[src/rtl/wfp_pkg.sv]
// ----------------------------------------------------------------------------
// wfp_pkg - shared types and constants of the websocket frame parser
// Holds the queue entry format, the parse phases and the message type codes.
// ----------------------------------------------------------------------------
package wfp_pkg;

	localparam int QDepth = 4;
	localparam int QPtrW  = $clog2(QDepth);
	localparam int QCntW  = $clog2(QDepth + 1);

	localparam logic [2:0] TYPE_TEXT    = 3'd0;
	localparam logic [2:0] TYPE_BINARY  = 3'd1;
	localparam logic [2:0] TYPE_CLOSE   = 3'd2;
	localparam logic [2:0] TYPE_PING    = 3'd3;
	localparam logic [2:0] TYPE_PONG    = 3'd4;
	localparam logic [2:0] TYPE_UNKNOWN = 3'd5;
	localparam logic [2:0] TYPE_LARGE   = 3'd6;

	localparam logic [3:0] OP_CONT   = 4'h0;
	localparam logic [3:0] OP_TEXT   = 4'h1;
	localparam logic [3:0] OP_BINARY = 4'h2;
	localparam logic [3:0] OP_CLOSE  = 4'h8;
	localparam logic [3:0] OP_PING   = 4'h9;
	localparam logic [3:0] OP_PONG   = 4'hA;

	localparam logic [6:0] LEN_EXT16 = 7'd126;
	localparam logic [6:0] LEN_EXT64 = 7'd127;

	localparam logic REG_MAX_SIZE   = 1'b0;
	localparam logic REG_DELIVER    = 1'b1;

	typedef enum logic [4:0] {
		PH_HDR0    = 5'b00001,
		PH_HDR1    = 5'b00010,
		PH_EXTLEN  = 5'b00100,
		PH_MASK    = 5'b01000,
		PH_PAYLOAD = 5'b10000
	} phase_t;

	// results caused by one accepted byte
	typedef struct packed {
		logic       has_pay;
		logic [7:0] pay_byte;
		logic       has_end;
		logic [2:0] end_type;
		logic       end_fin;
	} entry_t;

	function automatic logic [2:0] map_opcode(input logic [3:0] op);
		logic [2:0] t;
		unique case (op)
			OP_TEXT:   t = TYPE_TEXT;
			OP_BINARY: t = TYPE_BINARY;
			OP_CLOSE:  t = TYPE_CLOSE;
			OP_PING:   t = TYPE_PING;
			OP_PONG:   t = TYPE_PONG;
			default:   t = TYPE_UNKNOWN;
		endcase
		return t;
	endfunction

endpackage

[src/rtl/websocket_frame_parser_top.sv]
// ----------------------------------------------------------------------------
// websocket_frame_parser_top - WebSocket receive frame parser
// Takes one stream byte per request and returns unmasked payload bytes and
// message end records.
// ----------------------------------------------------------------------------
// One input byte is taken per clock while the output keeps up. The parser
// front classifies each byte in the cycle it is accepted and pushes its
// results (a payload byte, an end record, or both) into a four-entry queue;
// the output stage sends one result per cycle while out_stall is low, so a
// byte that causes two results sends its payload byte and then its end
// record; rx_stall rises only when the queue is full. Bytes that cause no
// result (headers, length, mask key, dropped payload) never reach the queue.
// Registers: 0x0 message size limit (25 bits, reset 65536), 0x4
// deliver_fragments (1 bit, reset 0); write them only while the block is idle.
module websocket_frame_parser_top (
	input  logic        clk,
	input  logic        arst_n,
	// input byte channel
	input  logic        rx_valid,
	output logic        rx_stall,
	input  logic [7:0]  rx_byte,
	// result channel
	output logic        out_valid,
	input  logic        out_stall,
	output logic        kind,
	output logic [7:0]  payload_byte,
	output logic [2:0]  msg_type,
	output logic        fin_flag,
	output logic        last,
	// configuration port
	input  logic        psel,
	input  logic        penable,
	input  logic        pwrite,
	input  logic [2:0]  paddr,
	input  logic [31:0] pwdata,
	output logic [31:0] prdata,
	output logic        pready
);

	logic [24:0]     max_size_q;
	logic            deliver_q;
	logic            full;
	logic            acc;
	logic            push;
	logic            pop;
	logic            nonempty;
	wfp_pkg::entry_t push_entry;
	wfp_pkg::entry_t head;

	assign pready = 1'b1;

	// hold configuration; write on the access phase
	always_ff @(posedge clk or negedge arst_n) begin
		if (!arst_n) begin
			max_size_q <= 25'd65536;
			deliver_q  <= 1'b0;
		end else if (psel && penable && pwrite) begin
			unique case (paddr[2])
				wfp_pkg::REG_MAX_SIZE: max_size_q <= pwdata[24:0];
				wfp_pkg::REG_DELIVER:  deliver_q  <= pwdata[0];
				default: ;
			endcase
		end
	end

	always_comb begin
		unique case (paddr[2])
			wfp_pkg::REG_MAX_SIZE: prdata = {7'd0, max_size_q};
			wfp_pkg::REG_DELIVER:  prdata = {31'd0, deliver_q};
			default:               prdata = 32'd0;
		endcase
	end

	// stall input only when the queue has no room
	assign rx_stall = full;
	assign acc      = rx_valid && !full;

	wfp_front u_front (
		.clk        (clk),
		.arst_n     (arst_n),
		.acc        (acc),
		.rx_byte    (rx_byte),
		.max_size   (max_size_q),
		.deliver    (deliver_q),
		.push       (push),
		.push_entry (push_entry)
	);

	wfp_queue u_queue (
		.clk        (clk),
		.arst_n     (arst_n),
		.push       (push),
		.push_entry (push_entry),
		.pop        (pop),
		.head       (head),
		.nonempty   (nonempty),
		.full       (full)
	);

	wfp_back u_back (
		.clk          (clk),
		.arst_n       (arst_n),
		.head         (head),
		.nonempty     (nonempty),
		.pop          (pop),
		.out_valid    (out_valid),
		.out_stall    (out_stall),
		.kind         (kind),
		.payload_byte (payload_byte),
		.msg_type     (msg_type),
		.fin_flag     (fin_flag),
		.last         (last)
	);

endmodule

[src/rtl/wfp_front.sv]
// ----------------------------------------------------------------------------
// wfp_front - header parser and payload unmasking
// Tracks the frame phase, builds the length and mask key, and pushes the
// results of each byte as one queue entry.
// ----------------------------------------------------------------------------
module wfp_front (
	input  logic                clk,
	input  logic                arst_n,
	input  logic                acc,
	input  logic [7:0]          rx_byte,
	input  logic [24:0]         max_size,
	input  logic                deliver,
	output logic                push,
	output wfp_pkg::entry_t     push_entry
);

	wfp_pkg::phase_t phase_q;
	logic        fin_q;
	logic [3:0]  opcode_q;
	logic        mask_q;
	logic [3:0]  left_q;
	logic [63:0] plen_q;
	logic [31:0] key_q;
	logic [63:0] br_q;
	logic [24:0] kept_q;
	logic [2:0]  mtype_q;
	logic        ovf_q;

	logic [6:0]  len7;
	logic [63:0] ext_len;
	logic [63:0] br_inc;
	logic        in_pay;
	logic        keep;
	logic        ovf_nxt;
	logic        end_now;
	logic        emit_end;
	logic [2:0]  type_end;
	logic [1:0]  key_idx;

	assign len7    = rx_byte[6:0];
	assign ext_len = {plen_q[55:0], rx_byte};
	assign br_inc  = br_q + 64'd1;
	assign in_pay  = (phase_q == wfp_pkg::PH_PAYLOAD);
	assign keep    = in_pay && (kept_q < max_size);
	assign ovf_nxt = ovf_q | (in_pay & ~keep);
	assign key_idx = 2'(4'd4 - left_q);

	always_comb begin
		unique case (phase_q)
			wfp_pkg::PH_HDR1:    end_now = !rx_byte[7] && (len7 == 7'd0);
			wfp_pkg::PH_EXTLEN:  end_now = (left_q == 4'd1) && !mask_q && (ext_len == 64'd0);
			wfp_pkg::PH_MASK:    end_now = (left_q == 4'd1) && (plen_q == 64'd0);
			wfp_pkg::PH_PAYLOAD: end_now = (br_inc == plen_q);
			default:             end_now = 1'b0;
		endcase
	end

	always_comb begin
		if (ovf_nxt)
			type_end = wfp_pkg::TYPE_LARGE;
		else if (opcode_q != wfp_pkg::OP_CONT)
			type_end = wfp_pkg::map_opcode(opcode_q);
		else
			type_end = mtype_q;
	end

	assign emit_end = end_now && (fin_q || deliver);
	assign push     = acc && (keep || emit_end);

	always_comb begin
		push_entry.has_pay  = keep;
		push_entry.pay_byte = rx_byte ^ key_q[8*br_q[1:0] +: 8];
		push_entry.has_end  = emit_end;
		push_entry.end_type = type_end;
		push_entry.end_fin  = fin_q;
	end

	always_ff @(posedge clk or negedge arst_n) begin
		if (!arst_n) begin
			phase_q  <= wfp_pkg::PH_HDR0;
			fin_q    <= 1'b0;
			opcode_q <= 4'd0;
			mask_q   <= 1'b0;
			left_q   <= 4'd0;
			plen_q   <= 64'd0;
			key_q    <= 32'd0;
			br_q     <= 64'd0;
			kept_q   <= 25'd0;
			mtype_q  <= wfp_pkg::TYPE_TEXT;
			ovf_q    <= 1'b0;
		end else if (acc) begin
			unique case (phase_q)
				wfp_pkg::PH_HDR1: begin
					mask_q <= rx_byte[7];
					plen_q <= 64'd0;
					if (len7 == wfp_pkg::LEN_EXT64) begin
						left_q  <= 4'd8;
						phase_q <= wfp_pkg::PH_EXTLEN;
					end else if (len7 == wfp_pkg::LEN_EXT16) begin
						left_q  <= 4'd2;
						phase_q <= wfp_pkg::PH_EXTLEN;
					end else begin
						plen_q <= {57'd0, len7};
						if (rx_byte[7]) begin
							left_q  <= 4'd4;
							phase_q <= wfp_pkg::PH_MASK;
						end else if (len7 != 7'd0) begin
							phase_q <= wfp_pkg::PH_PAYLOAD;
						end
					end
				end
				wfp_pkg::PH_EXTLEN: begin
					plen_q <= ext_len;
					left_q <= left_q - 4'd1;
					if (left_q == 4'd1) begin
						if (mask_q) begin
							left_q  <= 4'd4;
							phase_q <= wfp_pkg::PH_MASK;
						end else if (ext_len != 64'd0) begin
							phase_q <= wfp_pkg::PH_PAYLOAD;
						end
					end
				end
				wfp_pkg::PH_MASK: begin
					key_q[8*key_idx +: 8] <= rx_byte;
					left_q <= left_q - 4'd1;
					if (left_q == 4'd1 && plen_q != 64'd0)
						phase_q <= wfp_pkg::PH_PAYLOAD;
				end
				wfp_pkg::PH_PAYLOAD: begin
					br_q  <= br_inc;
					ovf_q <= ovf_nxt;
					if (keep)
						kept_q <= kept_q + 25'd1;
				end
				default: begin
					fin_q    <= rx_byte[7];
					opcode_q <= rx_byte[3:0];
					mask_q   <= 1'b0;
					plen_q   <= 64'd0;
					key_q    <= 32'd0;
					br_q     <= 64'd0;
					ovf_q    <= 1'b0;
					left_q   <= 4'd0;
					phase_q  <= wfp_pkg::PH_HDR1;
				end
			endcase
			// frame complete: fold the type, end the message where due
			if (end_now) begin
				phase_q <= wfp_pkg::PH_HDR0;
				mtype_q <= type_end;
				if (emit_end)
					kept_q <= 25'd0;
			end
		end
	end

endmodule

[src/rtl/wfp_queue.sv]
// ----------------------------------------------------------------------------
// wfp_queue - short entry queue between parser and result output
// Small circular buffer with a fill count.
// ----------------------------------------------------------------------------
module wfp_queue (
	input  logic                clk,
	input  logic                arst_n,
	input  logic                push,
	input  wfp_pkg::entry_t     push_entry,
	input  logic                pop,
	output wfp_pkg::entry_t     head,
	output logic                nonempty,
	output logic                full
);

	wfp_pkg::entry_t mem_q [wfp_pkg::QDepth];
	logic [wfp_pkg::QPtrW-1:0] wr_q;
	logic [wfp_pkg::QPtrW-1:0] rd_q;
	logic [wfp_pkg::QCntW-1:0] cnt_q;

	assign head     = mem_q[rd_q];
	assign nonempty = (cnt_q != '0);
	assign full     = (cnt_q == wfp_pkg::QCntW'(wfp_pkg::QDepth));

	always_ff @(posedge clk) begin
		if (push)
			mem_q[wr_q] <= push_entry;
	end

	always_ff @(posedge clk or negedge arst_n) begin
		if (!arst_n) begin
			wr_q  <= '0;
			rd_q  <= '0;
			cnt_q <= '0;
		end else begin
			if (push)
				wr_q <= wr_q + 1'b1;
			if (pop)
				rd_q <= rd_q + 1'b1;
			if (push && !pop)
				cnt_q <= cnt_q + 1'b1;
			else if (pop && !push)
				cnt_q <= cnt_q - 1'b1;
		end
	end

`ifndef NO_ASSERTIONS
	a_no_overflow: assert property (@(posedge clk) disable iff (!arst_n)
		push |-> (!full || pop))
		else $error("push into full queue");
	a_no_underflow: assert property (@(posedge clk) disable iff (!arst_n)
		pop |-> nonempty)
		else $error("pop from empty queue");
	a_count_hold: assert property (@(posedge clk) disable iff (!arst_n)
		(push == pop) |=> $stable(cnt_q))
		else $error("queue count moved without net request");
`endif

endmodule

[src/rtl/wfp_back.sv]
// ----------------------------------------------------------------------------
// wfp_back - result output stage
// Holds one queue entry and sends its payload and end results in order.
// ----------------------------------------------------------------------------
module wfp_back (
	input  logic                clk,
	input  logic                arst_n,
	input  wfp_pkg::entry_t     head,
	input  logic                nonempty,
	output logic                pop,
	output logic                out_valid,
	input  logic                out_stall,
	output logic                kind,
	output logic [7:0]          payload_byte,
	output logic [2:0]          msg_type,
	output logic                fin_flag,
	output logic                last
);

	wfp_pkg::entry_t cur_q;
	logic            cur_v_q;
	logic            end_ph_q;
	logic            take;
	logic            done;

	assign out_valid = cur_v_q;
	assign take      = cur_v_q && !out_stall;
	assign done      = take && (end_ph_q || !cur_q.has_end);
	assign pop       = nonempty && (!cur_v_q || done);

	assign kind         = end_ph_q;
	assign payload_byte = end_ph_q ? 8'd0 : cur_q.pay_byte;
	assign msg_type     = end_ph_q ? cur_q.end_type : wfp_pkg::TYPE_TEXT;
	assign fin_flag     = end_ph_q & cur_q.end_fin;
	assign last         = end_ph_q | ~cur_q.has_end;

	always_ff @(posedge clk) begin
		if (pop)
			cur_q <= head;
	end

	always_ff @(posedge clk or negedge arst_n) begin
		if (!arst_n) begin
			cur_v_q  <= 1'b0;
			end_ph_q <= 1'b0;
		end else if (pop) begin
			cur_v_q  <= 1'b1;
			end_ph_q <= !head.has_pay;
		end else if (done) begin
			cur_v_q  <= 1'b0;
		end else if (take) begin
			end_ph_q <= 1'b1;
		end
	end

endmodule
[config.mk]
export PLATFORM = sky130hd
export DESIGN_NAME = websocket_frame_parser_top
export DESIGN_NICKNAME = d
export VERILOG_FILES = /design/src/rtl/wfp_pkg.sv /design/src/rtl/websocket_frame_parser_top.sv /design/src/rtl/wfp_front.sv /design/src/rtl/wfp_queue.sv /design/src/rtl/wfp_back.sv
export SDC_FILE = /design/constraint.sdc
export NUM_CORES = 1
export LEC_CHECK = 0
export BUFFER_PORTS_ARGS = -buffer_cell sky130_fd_sc_hd__buf_2
export CORE_UTILIZATION = 50
export CTS_BUF_LIST = sky130_fd_sc_hd__clkbuf_2
export DETAILED_ROUTE_END_ITERATION = 8
export PLACE_DENSITY_LB_ADDON = 0.05
export SYNTH_ARGS = -nofsm -noshare
export SYNTH_HDL_FRONTEND = slang
export SYNTH_HIERARCHICAL = 1
export SYNTH_SLANG_ARGS = --single-unit
[constraint.sdc]
create_clock -name clk -period 6.1 [get_ports clk]
set_input_delay 1.22 -clock clk [delete_from_list [all_inputs] [get_ports clk]]
set_output_delay 1.22 -clock clk [all_outputs]
set_load 0.005 [all_outputs]
# Word-level counts from Yosys, hierarchy flattened
# Memories as Yosys holds them, arrays and structs flattened.
# Index checks and enable logic that the tools add are counted.
dict set report word_totals {
  wordCells 171
  romBits 0
  n_memories 1
  mem_bits_rw 56
  output_inout_bits 49
  latch_bits 0
  reg_bits 252
  inputBits 50
}
dict set report classes {
  n_bitwise 14
  addsub 9
  div_mod_pow 0
  n_reduce_logical 56
  n_mul 0
  muxes 44
  order_cmp 1
  shift 3
  n_eq_ne 21
}
# name words word_bits rd rd_ports_with_merged_regs wr line_no
set memory_table {}
lappend memory_table {u_queue.mem_q 4 14 1 0 1 wfp_queue.sv:16} ;# wfp_pkg::entry_t mem_q [wfp_pkg::QDepth];
# cell n
set op_table {}
lappend op_table {{one-hot mux 64 bit (3 select lines)} 1}
lappend op_table {{logical NOT 64 bit} 2}
lappend op_table {{one-hot mux 32 bit (2 select lines)} 2}
lappend op_table {{one-hot mux 64 bit (2 select lines)} 1}
lappend op_table {{nonzero test 64 bit} 2}
lappend op_table {{2-to-1 mux 25 bit} 4}
lappend op_table {{adder 64 x 1 -> 64 bit (second input constant)} 1}
lappend op_table {{equality test 64 bit} 1}
lappend op_table {{2-to-1 mux 64 bit} 1}
lappend op_table {{2-to-1 mux 5 bit} 9}
lappend op_table {{negator 5 -> 34 bit} 1}
lappend op_table {{variable shift 8 x 34 -> 32 bit (first input constant)} 1}
lappend op_table {{variable part select 8 x 34 -> 32 bit} 1}
lappend op_table {{bitwise mux 32 bit} 1}
lappend op_table {{variable part select 32 x 6 -> 8 bit} 1}
lappend op_table {{adder 25 x 1 -> 25 bit (second input constant)} 1}
lappend op_table {{< comparator 25 bit} 1}
lappend op_table {{2-to-1 mux 4 bit} 5}
lappend op_table {{one-hot mux 5 bit (4 select lines)} 1}
lappend op_table {{AND reduction 2 bit} 9}
lappend op_table {{logical AND 1 bit} 16}
lappend op_table {{one-hot mux 4 bit (4 select lines)} 1}
lappend op_table {{2-to-1 mux 3 bit} 5}
lappend op_table {{one-hot mux 3 bit (5 select lines)} 1}
lappend op_table {{40 further kinds} 79}

# Longest topological paths before layout
# Gate-level depths: netlist of the first run.
dict set report depth {
  word_depth 11
  mapped_depth 19
  mapped_depth_nobuf 16
}

# Cells and area by module
# Netlist of the first run, hierarchy kept.
# mod cells_per_inst instances area_each_um2 seq_area_each_um2
set by_module_without_submodules {}
lappend by_module_without_submodules {wfp_front 1521 1 12934.9 5106.1}
lappend by_module_without_submodules {wfp_queue 107 1 2447.3 1856.8}
lappend by_module_without_submodules {websocket_frame_parser_top 95 1 1326.3 651.9}
lappend by_module_without_submodules {wfp_back 38 1 583.1 440.4}

# Worst setup path before layout of the first run
# No wires, ideal clock.
dict set report synth_path {
  path_kind {register to register}
  start {reg u_front.br_q[1]}
  end {reg u_queue/cnt_q[2] (netlist name)}
  n_path_buf 1
  required_time_ns 6.021
  stages_incl_launch_ff 18
  setup_time_ns 0.079
  t_arrival_ns 4.329
  slack_ns 1.692
  period_less_slack_ns 4.408
  path_cell_list {dfrtp_1 ha_1 nand3_2 nor4_4 and2_1 buf_4 o32ai_1 or4_1 or4_1 nor4_1 a41o_1 o21a_1 ha_1 inv_1 fa_1 xor2_1 nor2_1 xor2_1}
}
dict set report synth_via {
  elab_chain_cells 9
  elab_cells_between_ends 11
  classes_between {add/sub: 1; eq/ne: 1; mux: 2; reduce/logical: 7}
}
# element line_no
set synth_rtl {}
lappend synth_rtl {{start, declared} wfp_front.sv:24} ;# logic [63:0] br_q;
lappend synth_rtl {{start signal, assigned} wfp_front.sv:131} ;# br_q <= br_inc;
lappend synth_rtl {{adder 64 x 1 -> 64 bit (*)} wfp_front.sv:42} ;# assign br_inc = br_q + 64'd1;
lappend synth_rtl {{equality test 64 bit (*)} wfp_front.sv:53} ;# wfp_pkg::PH_PAYLOAD: end_now = (br_inc == plen_q);
lappend synth_rtl {{one-hot mux 1 bit (4 select lines) (*)} wfp_front.sv:49} ;# unique case (phase_q)
lappend synth_rtl {{logical AND 1 bit (*)} wfp_front.sv:67} ;# assign emit_end = end_now && (fin_q || deliver);
lappend synth_rtl {{net u_front.emit_end} wfp_front.sv:36} ;# logic emit_end;
lappend synth_rtl {{logical OR 1 bit (*)} wfp_front.sv:68} ;# assign push = acc && (keep || emit_end);
lappend synth_rtl {{logical AND 1 bit (*)} wfp_front.sv:68}
lappend synth_rtl {{net push} websocket_frame_parser_top.sv:44} ;# logic push;
lappend synth_rtl {{logical NOT 1 bit} wfp_queue.sv:42} ;# else if (pop && !push)
lappend synth_rtl {{logical AND 1 bit} wfp_queue.sv:42}
lappend synth_rtl {{nonzero test 2 bit (no line)} --}
lappend synth_rtl {{end signal, assigned} wfp_queue.sv:41} ;# cnt_q <= cnt_q + 1'b1;
lappend synth_rtl {{end signal, assigned} wfp_queue.sv:43} ;# cnt_q <= cnt_q - 1'b1;
lappend synth_rtl {{end, declared} wfp_queue.sv:19} ;# logic [wfp_pkg::QCntW-1:0] cnt_q;
# Mark *: on every way through the listed nets, which the timed path passes. The rest lies on a longest branch.
# A chain may end at the register's enable or synchronous reset.

==> reports/metrics.yaml, run 1 <==
status: "finished clean"
syn_inst: 1761
synth-simple-area-share_pct: 20.5
place_ws_ps: 675
core_um2: 33800
clock_sinks: 308
antenna_found_initial: 2
crit_end: "u_queue/cnt_q[2]"
drt_first_pass_iters: 5
p_per_area_nw_per_um2: 300
drc_errors: 0
synth_area_leaders: "dfrtp_1 (34%), edfxtp_1 (12%), nand2_1 (4.9%), xnor2_1 (4.9%), o21ai_0 (4.7%)"
relSlewSlack_pct: 14.0
synth_xor_xnor_area_share_pct: 6.69
ys_seq_elements: 308
synth-adder-area-share_pct: 2.72
peakVddDrop_uv: 216
switching_share_pct: 37.2
worstSetupPathType: "reg -> reg"
die_h_um: 188
grtUsageTotal_pct: 27.0
placed_area_um2: 17900
hold_viol: 0
ios: 99
root_buffer: "clkbuf_2"
p_seq_share_pct: 46.5
max_stage_delay_ps: 580
syn2layout_area_growth_pct: 8.12
synth.area.mux_share_pct: 5.81
cts.path.max_buffers: 3
clock_power_share_pct: 26.0
cp_max_fo: 14
p_sw_uw: 2090
fin_crit_sh_pct: 91.0
clkLatencyLatePin_ps: 990
clkTransAtPathRegs_ps: 100
cap_viol_max_count: 0
worst_pin_slew_ps: 1280
final_cell_mix: "dfrtp_1 (237), nand2_1 (224), o21ai_0 (164), nor2_1 (143), clkbuf_2 (121)"
antenna_left: 0
cts_tree: "built"
hold_slack_ps: 280
timing.final.ws_setup_ps: 551
crit_slowest_cell: "or4_1"
start_kind: "flop"
crit_path_start: "u_front/br_q[1]"
htree_levels: 3
grt_max_degree: 127
power_leakage_uw: 0.00811
cts-resized-gates: 0
synth_top_area_share_pct: 34.3
final.setup.tns_ps: 0
hp-class: "in -> async"
rsz0062_at_grt: "no"
ys.flop_type: "dfrtp_1"
rr_worst_depth: 17
drive_above_1_share_pct: 16.3
synthArstFlopShare_pct: 77.6
stdcell_area_um2: 18700
first_global_vias: 13400
nets: 1932
die_x_um: 188
synth_warnings: 6
gr-total-overflow: 0
crit_required_ps: 6960
wire_per_inst_um: 19.7
numCtsBuffers: 83
start_util_pct: 51.2
cp.arrival_ps: 6410
r2r-start: "u_front/br_q[1]"
fin_crit_ps: 5550
comb_power_share_pct: 27.5
row_count: 67
final_common_cell: "dfrtp_1"
synth_top_family_by_area: "simple AND/OR/NAND/NOR gates"
dp_hpwl_mm: 31.7
reg2reg_to: "u_queue/cnt_q[2]"
gp_congestion: 0.949
reg2reg_slack_ps: 550
synth_enable_flop_cells: 69
vias_per_cell: 5.83
num_vias: 13700
finalPower_uw: 5610
dieArea_um2: 35300
synth_compound_area_share_pct: 13.3
routed_wl_mm: 46.4
post_cts_buffers: 0
syn_area_um2: 17300
end_kind: "flop"
seq_area_frac_synth_pct: 46.6
p_int_uw: 3520
dr.first_iter.drc_count: 1096
drv_slew: 0
path_cells: "ha_1 -> nand3_2 -> nor4_4 -> buf_4 -> and2_1 -> o32ai_1 -> or4_1 -> or4_1 -> nor4_1 -> a41o_1 -> o21a_1 -> ha_1 -> inv_1 -> fa_1 -> xor2_1 -> nor2_1 -> xor2_1"
syn_area_per_cell_um2: 9.82
yosysTopAreaCell: "dfrtp_1"
setup_viol: 0
fmax_mhz: 180
synthDistinctLibCells: 84
grt_pass1_wl_mm: 75.1
io_buffer_count: 81
finClkSkew_ps: 69.5
hold_buffers: 0
-- cell type report --
type	instances	area [um^2]
Timing Repair Buffer	102	586
Inverter	57	214
Fill cell	3052	15100
Sequential cell	308	8060
Clock buffer	121	606
Clock inverter	25	136
Multi-Input combinational cell	1293	8530
Tap cell	448	561
Antenna cell	3	7.51
-- cell usage after synthesis, types with 13 or more instances --
cell / number
a21oi_1: 41
nand3_1: 44
buf_2: 20
clkbuf_1: 65
mux2_4: 20
nor4_1: 39
and3_1: 23
a21o_1: 13
buf_4: 13
nor3_1: 33
nand4_1: 49
o41ai_1: 14
edfxtp_1: 69
dfrtp_1: 237
mux4_2: 16
xor2_1: 36
o21ai_0: 164
and4_1: 17
inv_1: 57
nor2b_1: 38
a22o_1: 34
nor2_1: 144
nand2_1: 226
ha_1: 36
o31ai_1: 34
and2_1: 30
xnor2_1: 96
-- layer usage --
metal / vias up / GRT usage [%] / wire length, um
li1: 6551 / - / -
met1: 6675 / 37.1 / 21000
met3: 98 / 5.17 / 2630
met4: 2 / 9.29 / 1220
met2: 420 / 42.8 / 21500
met5: - / 0 / 13
-- metrics by stage --
step                utilization, %  instances
floorplan                        -       1767
global route                  55.3       2355
finish                        55.3       2357
detailed placement            53.1       2208
global placement              53.1       2208
CTS                           55.3       2354
-- cells by family (layout without fill, tap and decap cells) --
kind of cell / Yosys count / in the layout
AOI/OAI and AO/OA: 360 / 360
and+or+nand+nor: 697 / 697
xor gates and xnor gates: 132 / 132
adders and majority gates: 37 / 37
buffers and inverters: 166 / 305
other: 2 / 11
DFF: 308 / 308
muxes: 59 / 59
-- power groups by stage --
stage | sequential [uW] | combinational (uW) | clock (uW)
6_report | 2610 | 1540 | 1460
5_1_grt | 2650 | 1720 | 1640
4_1_cts | 2610 | 1550 | 1520
3_5_place_dp | 2650 | 1540 | 0
3_3_place_gp | 2640 | 1510 | 0
2_1_floorplan | 2530 | 1150 | 0
-- how the worst min path moves through the flow --
stage                               to  slack [ps]
finish                  max_size_q[12]         280
global route            max_size_q[10]         300
CTS                 u_front/kept_q[15]         260
detailed placement   u_front/key_q[27]         460
global placement     u_front/key_q[25]         450
floorplan            u_front/key_q[24]         440
-- critical path, delay by kind of cell, from the launching register on --
family | cells | cell delay (ps)
flip-flops | 1 | 560
XOR/XNOR | 2 | 300
buffers and inverters | 2 | 320
adder cells (fa/ha/maj) | 3 | 970
AO/OA/AOI/OAI | 3 | 830
AND/OR/NAND/NOR | 7 | 2450
-- state kept, by name (all words and copies together) (netlist names), 2 cells and up --
name and cells:
u_front/key_q 32, u_queue/mem_q 56, u_queue/rd_q 2, u_back/cur_q 13, u_front/kept_q 25, u_queue/wr_q 2, u_front/plen_q 64, max_size_q 25
u_queue/cnt_q 3, u_front/phase_q 5, u_front/br_q 64, u_front/opcode_q 4, u_front/mtype_q 3, u_front/left_q 4
Power figures use the tool's default switching activity.
==> run 2, diff against run 1 <==
--- a/config.mk
+++ b/config.mk
@@ -10,7 +10,7 @@
 export CTS_BUF_LIST = sky130_fd_sc_hd__clkbuf_2
 export DETAILED_ROUTE_END_ITERATION = 8
 export PLACE_DENSITY_LB_ADDON = 0.05
+export REMOVE_ABC_BUFFERS = 1
 export SYNTH_ARGS = -nofsm -noshare
 export SYNTH_HDL_FRONTEND = slang
-export SYNTH_HIERARCHICAL = 1
 export SYNTH_SLANG_ARGS = --single-unit
==> run 2 against run 1 <==
- clock power shrank 3%
- largest cell class unchanged
- combinational power is 9.7% lower
- flip-flop and latch count unchanged
- critical endpoint is now u_queue.cnt_q[2]
- sequential power hardly changed
- non-clock buffer count down 1
- cell area fell by 1.7%
==> reports/metrics.yaml, run 2 <==
syn_area_per_cell_um2: 9.75  # -0.70%
synth_compound_area_share_pct: 13.6  # +0.34 points
fin_crit_ps: 5240  # -309 ps
htree_levels: 3  # unchanged
setup_viol: 0  # unchanged
status: "finished clean"
synth_common_cells: "dfrtp_1 (237), nand2_1 (228), o21ai_0 (173)"
start_kind: "flop"
antenna_left: 0  # unchanged
crit_buf_inv: 1  # -1
drive_above_1_share_pct: 16.5  # +0.20 points
core_um2: 33400  # -0.99%
clkLatencyLatePin_ps: 1040  # +50 ps
synth_area_leaders: "dfrtp_1 (35%), edfxtp_1 (12%), o21ai_0 (5.1%), nand2_1 (5.0%), xnor2_1 (3.9%)"
rsz0062_at_grt: "no"
gr-total-overflow: 0  # unchanged
rr_worst_depth: 16  # -1
path_delay_family: "simple AND/OR/NAND/NOR gates"
grtUsageTotal_pct: 26.2  # -0.77 points
ys_seq_elements: 308  # unchanged
drt_first_pass_iters: 6  # +1
cts.path.max_buffers: 3  # unchanged
nets: 1903  # -1.5%
fin_crit_sh_pct: 85.9  # -5.1 points
wire_per_inst_um: 19.1  # -3.1%
root_buffer: "clkbuf_2"
ys.flop_type: "dfrtp_1"
p_per_area_nw_per_um2: 296  # -1.5%
reg2reg_to: "u_queue.cnt_q[2]"
final.setup.tns_ps: 0  # unchanged
first_global_vias: 12800  # -4.3%
power_leakage_uw: 0.00794  # -2.1%
synth_warnings: 0  # -6
fill_cells: 3067  # +0.49%
synthDistinctLibCells: 83  # -1.2%
synthMostInstantiatedCell: "dfrtp_1"
synth_xor_xnor_area_share_pct: 6.66  # -0.030 points
grt_pass1_wl_mm: 70.0  # -6.7%
cp.arrival_ps: 6160  # -250 ps
routed_wl_mm: 44.4  # -4.4%
row_count: 67  # unchanged
crit_required_ps: 7020  # +60 ps
vias_per_cell: 5.82  # -0.26%
placed_area_um2: 17700  # -1.6%
clkTransAtPathRegs_ps: 110  # about the same
start_util_pct: 50.7  # -0.49 points
die_h_um: 186  # -0.96%
peakVddDrop_uv: 179  # -17%
dp_cells: 2180  # -1.3%
dr.first_iter.drc_count: 977  # -11%
numCtsBuffers: 81  # -2.4%
timing.final.ws_setup_ps: 860  # +309 ps
max_stage_delay_ps: 750  # +170 ps
hold_viol: 0  # unchanged
syn_area_um2: 17000  # -1.9%
synth.area.mux_share_pct: 5.43  # -0.38 points
reg2reg_slack_ps: 860  # +310 ps
final_common_cell: "dfrtp_1"
r2r-start: "u_front.br_q[1]"
final_cell_mix: "dfrtp_1 (237), nand2_1 (226), o21ai_0 (173), nor2_1 (122), clkbuf_2 (111)"
dieArea_um2: 34700  # -1.9%
path_cells: "ha_1 -> nand3_1 -> or4_1 -> nor3_1 -> a21oi_1 -> or4_1 -> nor4_1 -> and4_1 -> a31oi_4 -> o22ai_4 -> ha_1 -> inv_1 -> fa_1 -> xor2_1 -> nor2_1 -> xor2_1"
place_ws_ps: 898  # +223 ps
clock_sinks: 308  # unchanged
cts-resized-gates: 0  # unchanged
synthArstFlopShare_pct: 77.6  # unchanged
worst_pin_slew_ps: 1220  # -65.2 ps
num_vias: 13500  # -1.5%
drv_slew: 0  # unchanged
worstSetupPathType: "reg -> reg"
cp.depth: 16  # -1
synth-simple-area-share_pct: 19.9  # -0.58 points
gp_congestion: 0.922  # -2.8%
grt_max_degree: 123  # -3.1%
crit_end: "u_queue.cnt_q[2]"
hold_buffers: 0  # unchanged
syn_inst: 1739  # -1.2%
end_kind: "flop"
hp-class: "in -> async"
cap_viol_max_count: 0  # unchanged
yosysTopAreaCell: "dfrtp_1"
drc_errors: 0  # unchanged
die_x_um: 186  # -0.96%
seq_area_frac_synth_pct: 47.5  # +0.92 points
fmax_mhz: 191  # +5.9%
finClkSkew_ps: 99.4  # +29.9 ps
post_cts_buffers: 0  # unchanged
synth_top_area_share_pct: 35.0  # +0.68 points
io_buffer_count: 81  # unchanged
antenna_found_initial: 2  # unchanged
layout.cells.non_filler: 2327  # -1.3%
relSlewSlack_pct: 19.0  # +5.0 points
cts_tree: "built"
dp_hpwl_mm: 30.2  # -4.9%
largestRegisters: "u_front.br_q (64), u_front.plen_q (64), u_queue.mem_q (56)"
syn2layout_area_growth_pct: 8.41
synth_enable_flop_cells: 69  # unchanged
stdcell_area_um2: 18400  # -1.7%
crit_path_start: "u_front.br_q[1]"
ios: 99  # unchanged
cp_max_fo: 14  # unchanged
crit_slowest_cell: "dfrtp_1"
synth-adder-area-share_pct: 2.85  # +0.13 points
synth_top_family_by_area: "simple AND/OR/NAND/NOR gates"
run 2: per-stage QoR:
stage          hold slack [ps]  total power (uW)  util (%)
2_1_floorplan              438              3540         -
3_3_place_gp               456              4040      52.8
3_5_place_dp               462              4070      52.8
4_1_cts                    122              5510      54.9
5_1_grt                    125              5810      55.0
6_report                   175              5430      55.0
run 2: cells by family (layout without fill, tap and decap cells):
| logic type | Yosys count | after routing |
|---|---|---|
| AND/OR/NAND/NOR | 667 | 667 |
| AO/OA/AOI/OAI | 371 | 371 |
| flip-flops | 308 | 308 |
| buffers and inverters | 165 | 297 |
| XOR/XNOR | 128 | 128 |
| multiplexers | 60 | 60 |
| adder cells (fa/ha/maj) | 38 | 38 |
| other | 2 | 10 |
run 2: power by group:
group	internal [uW]	leakage (uW)	switching, uW
logic	537	0.00354	855
registers	2380	0.00387	246
clock network	512	0.000532	899
total	3430	0.00794	2000
run 2: final cells by class:
class / instances / area (um^2) / share of cell area, %
clock inverters: 34 / 165 / 0.898
repair buffers: 101 / 566 / 3.08
inverters: 51 / 191 / 1.04
clock buffers: 111 / 556 / 3.02
flip-flops and latches: 308 / 8060 / 43.8
well taps: 448 / 561 / 3.05
diodes: 2 / 5.00 / 0.0272
multi-input cells: 1272 / 8280 / 45.1
run 2: worst min-delay path by stage:
stage	from	endpoint	slack, ps	depth (start not counted)
floorplan	u_front.key_q[24]	u_front.key_q[24]	440	2
global placement	u_front.key_q[28]	u_front.key_q[28]	460	2
detailed placement	u_front.key_q[28]	u_front.key_q[28]	460	2
CTS	arst_n	u_back.kind	120	1
global route	arst_n	max_size_q[10]	130	1
finish	arst_n	max_size_q[10]	180	1
run 2: layer usage:
metal  up-vias  share of wire [%]  global-route usage (%)
met2       416                 46                    40.9
li1       6489                  -                       -
met3        94                5.3                    4.65
met1      6537                 45                    35.9
met4         0                3.5                    11.5
met5         -                  0                       0
